[config.mk]
export PLATFORM = sky130hd
export DESIGN_NAME = diff_smooth_lag_feature_stream
export DESIGN_NICKNAME = d
export VERILOG_FILES = /design/src/design/dsl_pkg.sv /design/src/design/diff_smooth_lag_feature_stream.sv /design/src/design/dsl_cmd_fifo.sv /design/src/design/dsl_front.sv /design/src/design/dsl_back.sv
export SDC_FILE = /design/constraint.sdc
export NUM_CORES = 2
export LEC_CHECK = 0
export ABC_AREA = 1
export BUFFER_PORTS_ARGS = -buffer_cell sky130_fd_sc_hd__buf_4
export CORE_MARGIN = 8
export CORE_UTILIZATION = 55
export DETAILED_ROUTE_END_ITERATION = 7
export PLACE_DENSITY_LB_ADDON = 0.3
export SYNTH_ARGS = -nofsm -noshare
export SYNTH_HDL_FRONTEND = slang
export SYNTH_SLANG_ARGS = --single-unit
export TNS_END_PERCENT = 1
[constraint.sdc]
create_clock -name clk -period 14.5 [get_ports clk]
set_input_delay 0.725 -clock clk [delete_from_list [all_inputs] [get_ports clk]]
set_output_delay 0.725 -clock clk [all_outputs]
set_load 0.01 [all_outputs]
[src/design/dsl_pkg.sv]
// types and constants shared by the differenced, smoothed, lagged feature stream
// no dependencies
`default_nettype none

package dsl_pkg;

  localparam int SUM_W       = 37;
  localparam int QUEUE_DEPTH = 4;
  localparam int DIV_STEPS   = SUM_W;

  localparam logic [2:0] CFG_DIFF_LAG      = 3'd0;
  localparam logic [2:0] CFG_SMOOTH_LEN    = 3'd1;
  localparam logic [2:0] CFG_LAG_COUNT     = 3'd2;
  localparam logic [2:0] CFG_SAMPLE_CUTOFF = 3'd3;
  localparam logic [2:0] CFG_PREDICT_MODE  = 3'd4;

  localparam logic [15:0] COUNT_MAX = 16'hFFFF;

  // effective settings after saturation
  typedef struct packed {
    logic [3:0]  dl;
    logic [4:0]  sl;
    logic [4:0]  win;
    logic [31:0] cutoff;
    logic        predict;
  } cfg_t;

  // one classified item handed from front to back
  typedef struct packed {
    logic        clear;
    logic        have_d;
    logic [15:0] diffs;
    logic [32:0] d;
    logic [31:0] rand_word;
  } cmd_t;

  typedef enum logic [2:0] {
    ST_IDLE,
    ST_SUM,
    ST_DIV,
    ST_FIX,
    ST_EMIT
  } state_t;

endpackage

`default_nettype wire

[src/design/diff_smooth_lag_feature_stream.sv]
// top level: configuration registers, front, command queue and back
// depends on dsl_pkg, dsl_front, dsl_cmd_fifo, dsl_back
//
//   channel   handshake        payload
//   input     push / full      raw_value, rand_word, series_start
//   result    empty / pop      feature_value, element_index, window_index, window_last
//   config    cfg_write        cfg_index, cfg_data
//
// the front takes one item per cycle, unless full, into a four-deep command queue
// the back takes an item while idle; an item that forms no mean goes straight back
// to idle, else it sums the span, runs a 37-step serial divide and, if due, emits
// the window elements through the output register, which holds until popped
// reset is synchronous and clears all series state at once
`default_nettype none

module diff_smooth_lag_feature_stream #(
  parameter int MAX_DIFF_LAG   = 8,
  parameter int MAX_SMOOTH_LEN = 16,
  parameter int MAX_WINDOW     = 16
) (
  input  wire logic        clk,
  input  wire logic        rst,
  input  wire logic        push,
  output logic             full,
  input  wire logic [31:0] raw_value,
  input  wire logic [31:0] rand_word,
  input  wire logic        series_start,
  output logic             empty,
  input  wire logic        pop,
  output logic [32:0]      feature_value,
  output logic [3:0]       element_index,
  output logic [15:0]      window_index,
  output logic             window_last,
  input  wire logic        cfg_write,
  input  wire logic [2:0]  cfg_index,
  input  wire logic [31:0] cfg_data
);
  import dsl_pkg::*;

  logic [3:0]  diff_lag;
  logic [4:0]  smooth_len;
  logic [3:0]  lag_count;
  logic [31:0] sample_cutoff;
  logic        predict_mode;

  cfg_t cfg;
  cmd_t front_cmd;
  cmd_t back_cmd;
  logic q_empty;
  logic q_pop;
  logic [4:0] sl_min1;
  logic [4:0] win_raw;

  always_ff @(posedge clk) begin
    if (rst) begin
      diff_lag      <= 4'd1;
      smooth_len    <= 5'd3;
      lag_count     <= 4'd5;
      sample_cutoff <= 32'hFFFF_FFFF;
      predict_mode  <= 1'b0;
    end else if (cfg_write) begin
      case (cfg_index)
        CFG_DIFF_LAG:      diff_lag      <= cfg_data[3:0];
        CFG_SMOOTH_LEN:    smooth_len    <= cfg_data[4:0];
        CFG_LAG_COUNT:     lag_count     <= cfg_data[3:0];
        CFG_SAMPLE_CUTOFF: sample_cutoff <= cfg_data;
        CFG_PREDICT_MODE:  predict_mode  <= cfg_data[0];
        default: ;
      endcase
    end
  end

  always_comb begin
    sl_min1     = (smooth_len == 5'd0) ? 5'd1 : smooth_len;
    win_raw     = 5'(lag_count) + 5'd1;
    cfg.dl      = (32'(diff_lag) > MAX_DIFF_LAG) ? 4'(MAX_DIFF_LAG) : diff_lag;
    cfg.sl      = (32'(sl_min1) > MAX_SMOOTH_LEN) ? 5'(MAX_SMOOTH_LEN) : sl_min1;
    cfg.win     = (32'(win_raw) > MAX_WINDOW) ? 5'(MAX_WINDOW) : win_raw;
    cfg.cutoff  = sample_cutoff;
    cfg.predict = predict_mode;
  end

  dsl_front #(
    .MAX_DIFF_LAG (MAX_DIFF_LAG)
  ) u_front (
    .clk          (clk),
    .rst          (rst),
    .accept       (push && !full),
    .raw_value    (raw_value),
    .rand_word    (rand_word),
    .series_start (series_start),
    .cfg          (cfg),
    .cmd          (front_cmd)
  );

  dsl_cmd_fifo u_queue (
    .clk   (clk),
    .rst   (rst),
    .push  (push),
    .wdata (front_cmd),
    .full  (full),
    .pop   (q_pop),
    .rdata (back_cmd),
    .empty (q_empty)
  );

  dsl_back #(
    .MAX_SMOOTH_LEN (MAX_SMOOTH_LEN),
    .MAX_WINDOW     (MAX_WINDOW)
  ) u_back (
    .clk           (clk),
    .rst           (rst),
    .cfg           (cfg),
    .cmd           (back_cmd),
    .cmd_empty     (q_empty),
    .cmd_pop       (q_pop),
    .empty         (empty),
    .pop           (pop),
    .feature_value (feature_value),
    .element_index (element_index),
    .window_index  (window_index),
    .window_last   (window_last)
  );

endmodule

`default_nettype wire

[src/design/dsl_cmd_fifo.sv]
// short command queue between front and back
// depends on dsl_pkg
`default_nettype none

module dsl_cmd_fifo (
  input  wire logic          clk,
  input  wire logic          rst,
  input  wire logic          push,
  input  dsl_pkg::cmd_t      wdata,
  output logic               full,
  input  wire logic          pop,
  output dsl_pkg::cmd_t      rdata,
  output logic               empty
);
  import dsl_pkg::*;

  localparam int PW = $clog2(QUEUE_DEPTH);

  cmd_t          entries [QUEUE_DEPTH];
  logic [PW-1:0] wr_ptr;
  logic [PW-1:0] rd_ptr;
  logic [PW:0]   count;

  assign full  = (count == (PW+1)'(QUEUE_DEPTH));
  assign empty = (count == '0);
  assign rdata = entries[rd_ptr];

  always_ff @(posedge clk) begin
    if (rst) begin
      wr_ptr <= '0;
      rd_ptr <= '0;
      count  <= '0;
    end else begin
      if (push && !full) begin
        entries[wr_ptr] <= wdata;
        wr_ptr          <= wr_ptr + 1'b1;
      end
      if (pop && !empty) begin
        rd_ptr <= rd_ptr + 1'b1;
      end
      case ({push && !full, pop && !empty})
        2'b10:   count <= count + 1'b1;
        2'b01:   count <= count - 1'b1;
        default: count <= count;
      endcase
    end
  end

endmodule

`default_nettype wire

[src/design/dsl_front.sv]
// front part: raw sample history, difference and item classification
// depends on dsl_pkg
`default_nettype none

module dsl_front #(
  parameter int MAX_DIFF_LAG = 8
) (
  input  wire logic          clk,
  input  wire logic          rst,
  input  wire logic          accept,
  input  wire logic [31:0]   raw_value,
  input  wire logic [31:0]   rand_word,
  input  wire logic          series_start,
  input  dsl_pkg::cfg_t      cfg,
  output dsl_pkg::cmd_t      cmd
);
  import dsl_pkg::*;

  localparam int RIW = (MAX_DIFF_LAG > 1) ? $clog2(MAX_DIFF_LAG) : 1;

  logic [31:0]  raw_hist [MAX_DIFF_LAG];
  logic [15:0]  sample_count;
  logic [15:0]  count_cur;
  logic [15:0]  count_next;
  logic [31:0]  tap_sel;
  logic [31:0]  past;

  always_comb begin
    count_cur  = series_start ? 16'd0 : sample_count;
    count_next = (count_cur != COUNT_MAX) ? count_cur + 16'd1 : count_cur;
    tap_sel    = 32'(cfg.dl) - 32'd1;
    past       = series_start ? 32'd0 : raw_hist[tap_sel[RIW-1:0]];

    cmd.clear     = series_start;
    cmd.have_d    = (count_cur >= 16'(cfg.dl));
    cmd.diffs     = count_next - 16'(cfg.dl);
    cmd.rand_word = rand_word;
    if (cfg.dl == 4'd0) begin
      cmd.d = {raw_value[31], raw_value};
    end else begin
      cmd.d = {raw_value[31], raw_value} - {past[31], past};
    end
  end

  always_ff @(posedge clk) begin
    if (rst) begin
      sample_count <= '0;
      for (int i = 0; i < MAX_DIFF_LAG; i++) raw_hist[i] <= '0;
    end else if (accept) begin
      sample_count <= count_next;
      raw_hist[0]  <= raw_value;
      for (int i = 1; i < MAX_DIFF_LAG; i++) begin
        raw_hist[i] <= series_start ? 32'd0 : raw_hist[i-1];
      end
    end
  end

endmodule

`default_nettype wire

[src/design/dsl_back.sv]
// back part: span sum, serial divide, smoothed window and element emission
// depends on dsl_pkg
`default_nettype none

module dsl_back #(
  parameter int MAX_SMOOTH_LEN = 16,
  parameter int MAX_WINDOW     = 16
) (
  input  wire logic          clk,
  input  wire logic          rst,
  input  dsl_pkg::cfg_t      cfg,
  input  dsl_pkg::cmd_t      cmd,
  input  wire logic          cmd_empty,
  output logic               cmd_pop,
  output logic               empty,
  input  wire logic          pop,
  output logic [32:0]        feature_value,
  output logic [3:0]         element_index,
  output logic [15:0]        window_index,
  output logic               window_last
);
  import dsl_pkg::*;

  localparam int DIW = (MAX_SMOOTH_LEN > 1) ? $clog2(MAX_SMOOTH_LEN) : 1;
  localparam int SWW = (MAX_WINDOW > 1) ? $clog2(MAX_WINDOW) : 1;

  state_t state, state_next;

  logic [32:0]      diff_hist [MAX_SMOOTH_LEN];
  logic [32:0]      smooth_win [MAX_WINDOW];
  logic [SUM_W-1:0] acc;
  logic [SUM_W-1:0] quo;
  logic [6:0]       rem;
  logic             neg;
  logic [5:0]       step;
  logic [DIW-1:0]   k;
  logic [3:0]       elem;
  logic [15:0]      diffs;
  logic [31:0]      rw;
  logic [15:0]      windows_seen;
  logic             first_window_done;
  logic [15:0]      widx;
  logic             out_valid;

  logic [SUM_W-1:0] acc_next;
  logic             sum_last;
  logic [6:0]       rem_sh;
  logic             q_bit;
  logic [SUM_W-1:0] mean_full;
  logic             have_win;
  logic             emit;
  logic [31:0]      rd_sel;
  logic             out_load;
  logic             emit_last;

  always_comb begin
    acc_next  = acc + {{(SUM_W-33){diff_hist[k][32]}}, diff_hist[k]};
    sum_last  = (32'(k) + 32'd1 >= 32'(cfg.sl));
    rem_sh    = {rem[5:0], quo[SUM_W-1]};
    q_bit     = (rem_sh >= 7'(cfg.sl));
    mean_full = neg ? (~quo + 1'b1) : quo;
    have_win  = (17'(diffs) + 17'd1 >= 17'(cfg.win) + 17'(cfg.sl));
    emit      = cfg.predict ? !first_window_done : (rw <= cfg.cutoff);
    rd_sel    = 32'(cfg.win) - 32'd1 - 32'(elem);
    emit_last = (5'(elem) + 5'd1 == cfg.win);
  end

  // next state
  always_comb begin
    state_next = state;
    case (state)
      ST_IDLE: begin
        if (!cmd_empty && cmd.have_d && (cmd.diffs >= 16'(cfg.sl))) state_next = ST_SUM;
      end
      ST_SUM: begin
        if (sum_last) state_next = ST_DIV;
      end
      ST_DIV: begin
        if (step == 6'(DIV_STEPS - 1)) state_next = ST_FIX;
      end
      ST_FIX: begin
        state_next = (have_win && emit) ? ST_EMIT : ST_IDLE;
      end
      ST_EMIT: begin
        if (out_load && emit_last) state_next = ST_IDLE;
      end
      default: state_next = ST_IDLE;
    endcase
  end

  // outputs
  always_comb begin
    cmd_pop  = 1'b0;
    out_load = 1'b0;
    case (state)
      ST_IDLE: cmd_pop  = !cmd_empty;
      ST_EMIT: out_load = !out_valid || pop;
      default: begin
        cmd_pop  = 1'b0;
        out_load = 1'b0;
      end
    endcase
  end

  assign empty = !out_valid;

  always_ff @(posedge clk) begin
    if (rst) begin
      state             <= ST_IDLE;
      windows_seen      <= '0;
      first_window_done <= 1'b0;
      out_valid         <= 1'b0;
      for (int i = 0; i < MAX_SMOOTH_LEN; i++) diff_hist[i] <= '0;
      for (int i = 0; i < MAX_WINDOW; i++) smooth_win[i] <= '0;
    end else begin
      state <= state_next;
      // a load in the emit state refills the output register instead
      if (pop && out_valid && !out_load) out_valid <= 1'b0;
      case (state)
        ST_IDLE: begin
          if (!cmd_empty) begin
            diffs <= cmd.diffs;
            rw    <= cmd.rand_word;
            acc   <= '0;
            k     <= '0;
            if (cmd.clear) begin
              windows_seen      <= '0;
              first_window_done <= 1'b0;
              for (int i = 0; i < MAX_WINDOW; i++) smooth_win[i] <= '0;
            end
            if (cmd.have_d) begin
              diff_hist[0] <= cmd.d;
              for (int i = 1; i < MAX_SMOOTH_LEN; i++) begin
                diff_hist[i] <= cmd.clear ? 33'd0 : diff_hist[i-1];
              end
            end else if (cmd.clear) begin
              for (int i = 0; i < MAX_SMOOTH_LEN; i++) diff_hist[i] <= '0;
            end
          end
        end
        ST_SUM: begin
          acc <= acc_next;
          k   <= k + 1'b1;
          if (sum_last) begin
            neg  <= acc_next[SUM_W-1];
            quo  <= acc_next[SUM_W-1] ? (~acc_next + 1'b1) : acc_next;
            rem  <= '0;
            step <= '0;
          end
        end
        ST_DIV: begin
          // restoring divide, one quotient bit per cycle
          rem  <= q_bit ? (rem_sh - 7'(cfg.sl)) : rem_sh;
          quo  <= {quo[SUM_W-2:0], q_bit};
          step <= step + 1'b1;
        end
        ST_FIX: begin
          smooth_win[0] <= mean_full[32:0];
          for (int i = 1; i < MAX_WINDOW; i++) smooth_win[i] <= smooth_win[i-1];
          if (have_win) begin
            if (cfg.predict) first_window_done <= 1'b1;
            widx <= windows_seen;
            elem <= '0;
            if (windows_seen != COUNT_MAX) windows_seen <= windows_seen + 16'd1;
          end
        end
        ST_EMIT: begin
          if (out_load) begin
            out_valid     <= 1'b1;
            feature_value <= smooth_win[rd_sel[SWW-1:0]];
            element_index <= elem;
            window_index  <= widx;
            window_last   <= emit_last;
            elem          <= elem + 4'd1;
          end
        end
        default: ;
      endcase
    end
  end

endmodule

`default_nettype wire

==> out/qor.txt <==
status: finished, final reports clean
drt first-iter violations: 6827
clock root buffer master: clkbuf_16
Worst path max stage delay: 840 ps
crit path time final: 6550 ps
critical path's slowest cell: buf_4
Worst-path clk slew: 60 ps
sum of negative setup slack: 0 ps
peak fanout along the critical path: 97
vias: 68800
fraction of registers with async set or reset after synthesis: 0
critical path type: register to register
Total Power: 21000 uW
# setup viols final: 0
Warnings, synthesis: 0
DRT Pass-1 Iters: 8
grt ovf: 0
r2r endpoint: u_back.quo[24]$_DFFE_PP_
via/cell ratio: 5.61
Place WS: 8080 ps
width of the die: 426 um
Post-synth EDFFs: 1560
H-tree depth: 4
Worst Tran Pin Value: 1140 ps
RSZ-0062 raised after global routing: no
top cells by area, synth: edfxtp_1 (51%), dfxtp_1 (8.5%), nor2_1 (7.6%)
Core ar.: 0.167 mm2
VDD IR max: 0.168 mV
post-route DRC violation count: 0
Lkg Pwr: 0.0401 uW
Placed Area: 0.0950 mm2
PwrDens: 206 mW/mm2
nature of the critical path endpoint: register
Seq cells post-synth: 1953
fin nets: 10100
cell taking the most area after synthesis: edfxtp_1
synthesized area: 0.0923 mm2
first-pass GRT wire length: 357000 um
Starting Density: 0.553
ant diodes: 0
worst hold path type: input port to register
chip height: 426 um
# hold bufs at CTS: 0
Rel. slew slack: 0.240
I/O Buffers: 160
share of the synthesized area in the top cell type: 0.508
CP arrival: 7140 ps
DRT antenna net count: 0
Finished Core Util: 0.610
most numerous cell on the critical path: nand2_1
row count: 150
final instance area: 0.102 mm2
Total Wirelength: 224000 um
post_cts resized: 0
clk_lat worst skew: 840 ps
die area: 0.181 mm2
Clock Tree Buf Depth: 3
drt wl/cell: 18.3 um
sequential-to-total area share from yosys stat: 0.593
Post-Syn Nets: 10300
Fin Clk Skew: 37.6 ps
TritonCTS buffer count: 199
Area growth, synth to finish: 10.2%
Fmax: 153 MHz
worst setup path end: u_back.quo[24]$_DFFE_PP_
largest net degree at the start of global routing: 239
synthesized instance count: 10000
Final WS setup: 7950 ps
Startpoint Class: register
CTS tree: done
vias in the first global route: 66400
Worst Reg-to-Reg Cells: 26
period utilization: 0.452
Synth Flop Type: edfxtp_1
clock sink total: 1953
syn_area_per_cell: 9.23 um2
Netlist cell types: 56
R2R Setup Slk: 7950 ps
Post-DP HPWL: 139000 um
final slew viol count: 0
gr usage total: 0.241
final hold viol count: 0
Crit path required time: 15080 ps
layout cells sized above 1: 0.0671
post-CTS setup buffers: 0
max_cap viols: 0
Placer Congestion: 0.898
io pins: 161
initial antenna violation count: 1
[through the flow]
step,hold WS (ps),std cells
final,89.1,12300
after global routing,41.3,12300
after CTS,14.7,12300
after detailed placement,406,11900
after global placement,407,11900
after floorplan,400,10000
[state kept, by name, indices dropped and copies added (netlist names), 3 cells and up, named ones only]
name and cells:
u_front.raw_hist 256, u_back.quo 37, u_back.elem 4, u_back.k 4, u_back.diffs 16, u_queue.count 3, u_back.windows_seen 16, smooth_len 5
diff_lag 4, u_queue.entries 332, u_back.feature_value 33, u_back.diff_hist 528, u_back.step 6, u_back.acc 37, u_front.sample_count 16, u_back.element_index 4
u_back.window_index 16, lag_count 4, u_back.widx 16, sample_cutoff 32, u_back.smooth_win 528, u_back.rw 32, u_back.state 3, u_back.rem 6
[how the worst min path moves through the flow]
stage,start,to,slack [ps],cells past startpoint
6_report,rand_word[22],u_queue.entries[3][22]$_DFFE_PP_,90,1
5_1_grt,rand_word[0],u_queue.entries[3][0]$_DFFE_PP_,40,1
4_1_cts,rand_word[29],u_queue.entries[2][29]$_DFFE_PP_,10,1
3_5_place_dp,u_back.widx[6]$_DFFE_PP_,u_back.window_index[6]$_DFFE_PP_,410,0
3_3_place_gp,u_back.widx[1]$_DFFE_PP_,u_back.window_index[1]$_DFFE_PP_,410,0
2_1_floorplan,u_back.widx[0]$_DFFE_PP_,u_back.window_index[0]$_DFFE_PP_,400,0
[report_power, final]
part	total (uW)	leakage, uW	internal [uW]	switching [uW]
logic	7620	0.0177	2100	5520
registers	8070	0.0190	7580	488
clock network	5280	0.00330	3080	2200
[synth_stat cells, types with 4 or more instances]
library cell and instances:
a21o_1 8, edfxtp_1 1560, o21ai_0 1096, nor2_1 1875
a21oi_1 786, nor2_2 15, clkbuf_1 457, inv_1 1491
buf_1 48, o21bai_1 10, xor2_1 72, fa_1 7
nor3b_1 4, o22ai_1 82, and2_1 9, o221ai_1 51
clkinv_1 5, ha_1 153, inv_2 11, a221oi_1 4
nand4_1 54, buf_4 5, dfxtp_1 393, buf_2 53
nand2_1 825, a22oi_1 264, nor3_1 46, or2_2 23
xnor2_1 21, a32o_1 5, o211ai_1 25, nand3_1 411
o21a_1 11, nor4_1 15, a31oi_1 5, o21ai_1 9
a211oi_1 38, nand3b_1 7, nand2_2 13, nand3_2 4
[worst max-delay path, delay by kind of cell, from the launching register on]
family,cells,cell delay (ps)
buf+inv,5,2250
compound gates,2,290
simple gates,17,2650
fa+ha+maj,2,610
flops,1,460
[routing by layer]
metal,share of wire,vias up,track usage
met5,0,-,0
met4,0.026,0,0.0721
met3,0.057,345,0.0316
met2,0.49,2089,0.409
met1,0.43,33000,0.326
li1,-,33400,-
[cells in the final DEF (no fill, tap or decap), drive strengths merged, types with 15 or more instances in the layout]
| cell type | n |
|---|---|
| nor2 | 1893 |
| edfxtp | 1560 |
| inv | 1515 |
| o21ai | 1105 |
| nand2 | 838 |
| a21oi | 788 |
| nand3 | 415 |
| dfxtp | 393 |
| clkbuf | 272 |
| a22oi | 264 |
| buf | 246 |
| ha | 153 |
| o22ai | 82 |
| xor2 | 73 |
| clkinv | 69 |
| nand4 | 56 |
| o221ai | 51 |
| nor3 | 49 |
| a211oi | 38 |
| o211ai | 25 |
| or2 | 23 |
| bufinv | 22 |
| xnor2 | 22 |
| nor4 | 15 |
[logic make-up after synthesis]
| logic type | share of synthesized area |
|---|---|
| AOI/OAI and AO/OA | 0.144 |
| adders and majority gates | 0.0223 |
| xor gates and xnor gates | 0.00918 |
| DFF | 0.593 |
| muxes | 0.000366 |
| buffers and inverters | 0.0852 |
| and+or+nand+nor | 0.146 |
[cell type report]
| class | instances | area (um2) |
|---|---|---|
| Multi-Input combinational cell | 5977 | 29900 |
| Inverter | 1507 | 5720 |
| Clock inverter | 107 | 1240 |
| Sequential cell | 1953 | 54700 |
| Fill cell | 13800 | 65100 |
| Tap cell | 2204 | 2760 |
| Timing Repair Buffer | 246 | 1870 |
| Clock buffer | 272 | 5530 |
Power figures use the tool's default switching activity.
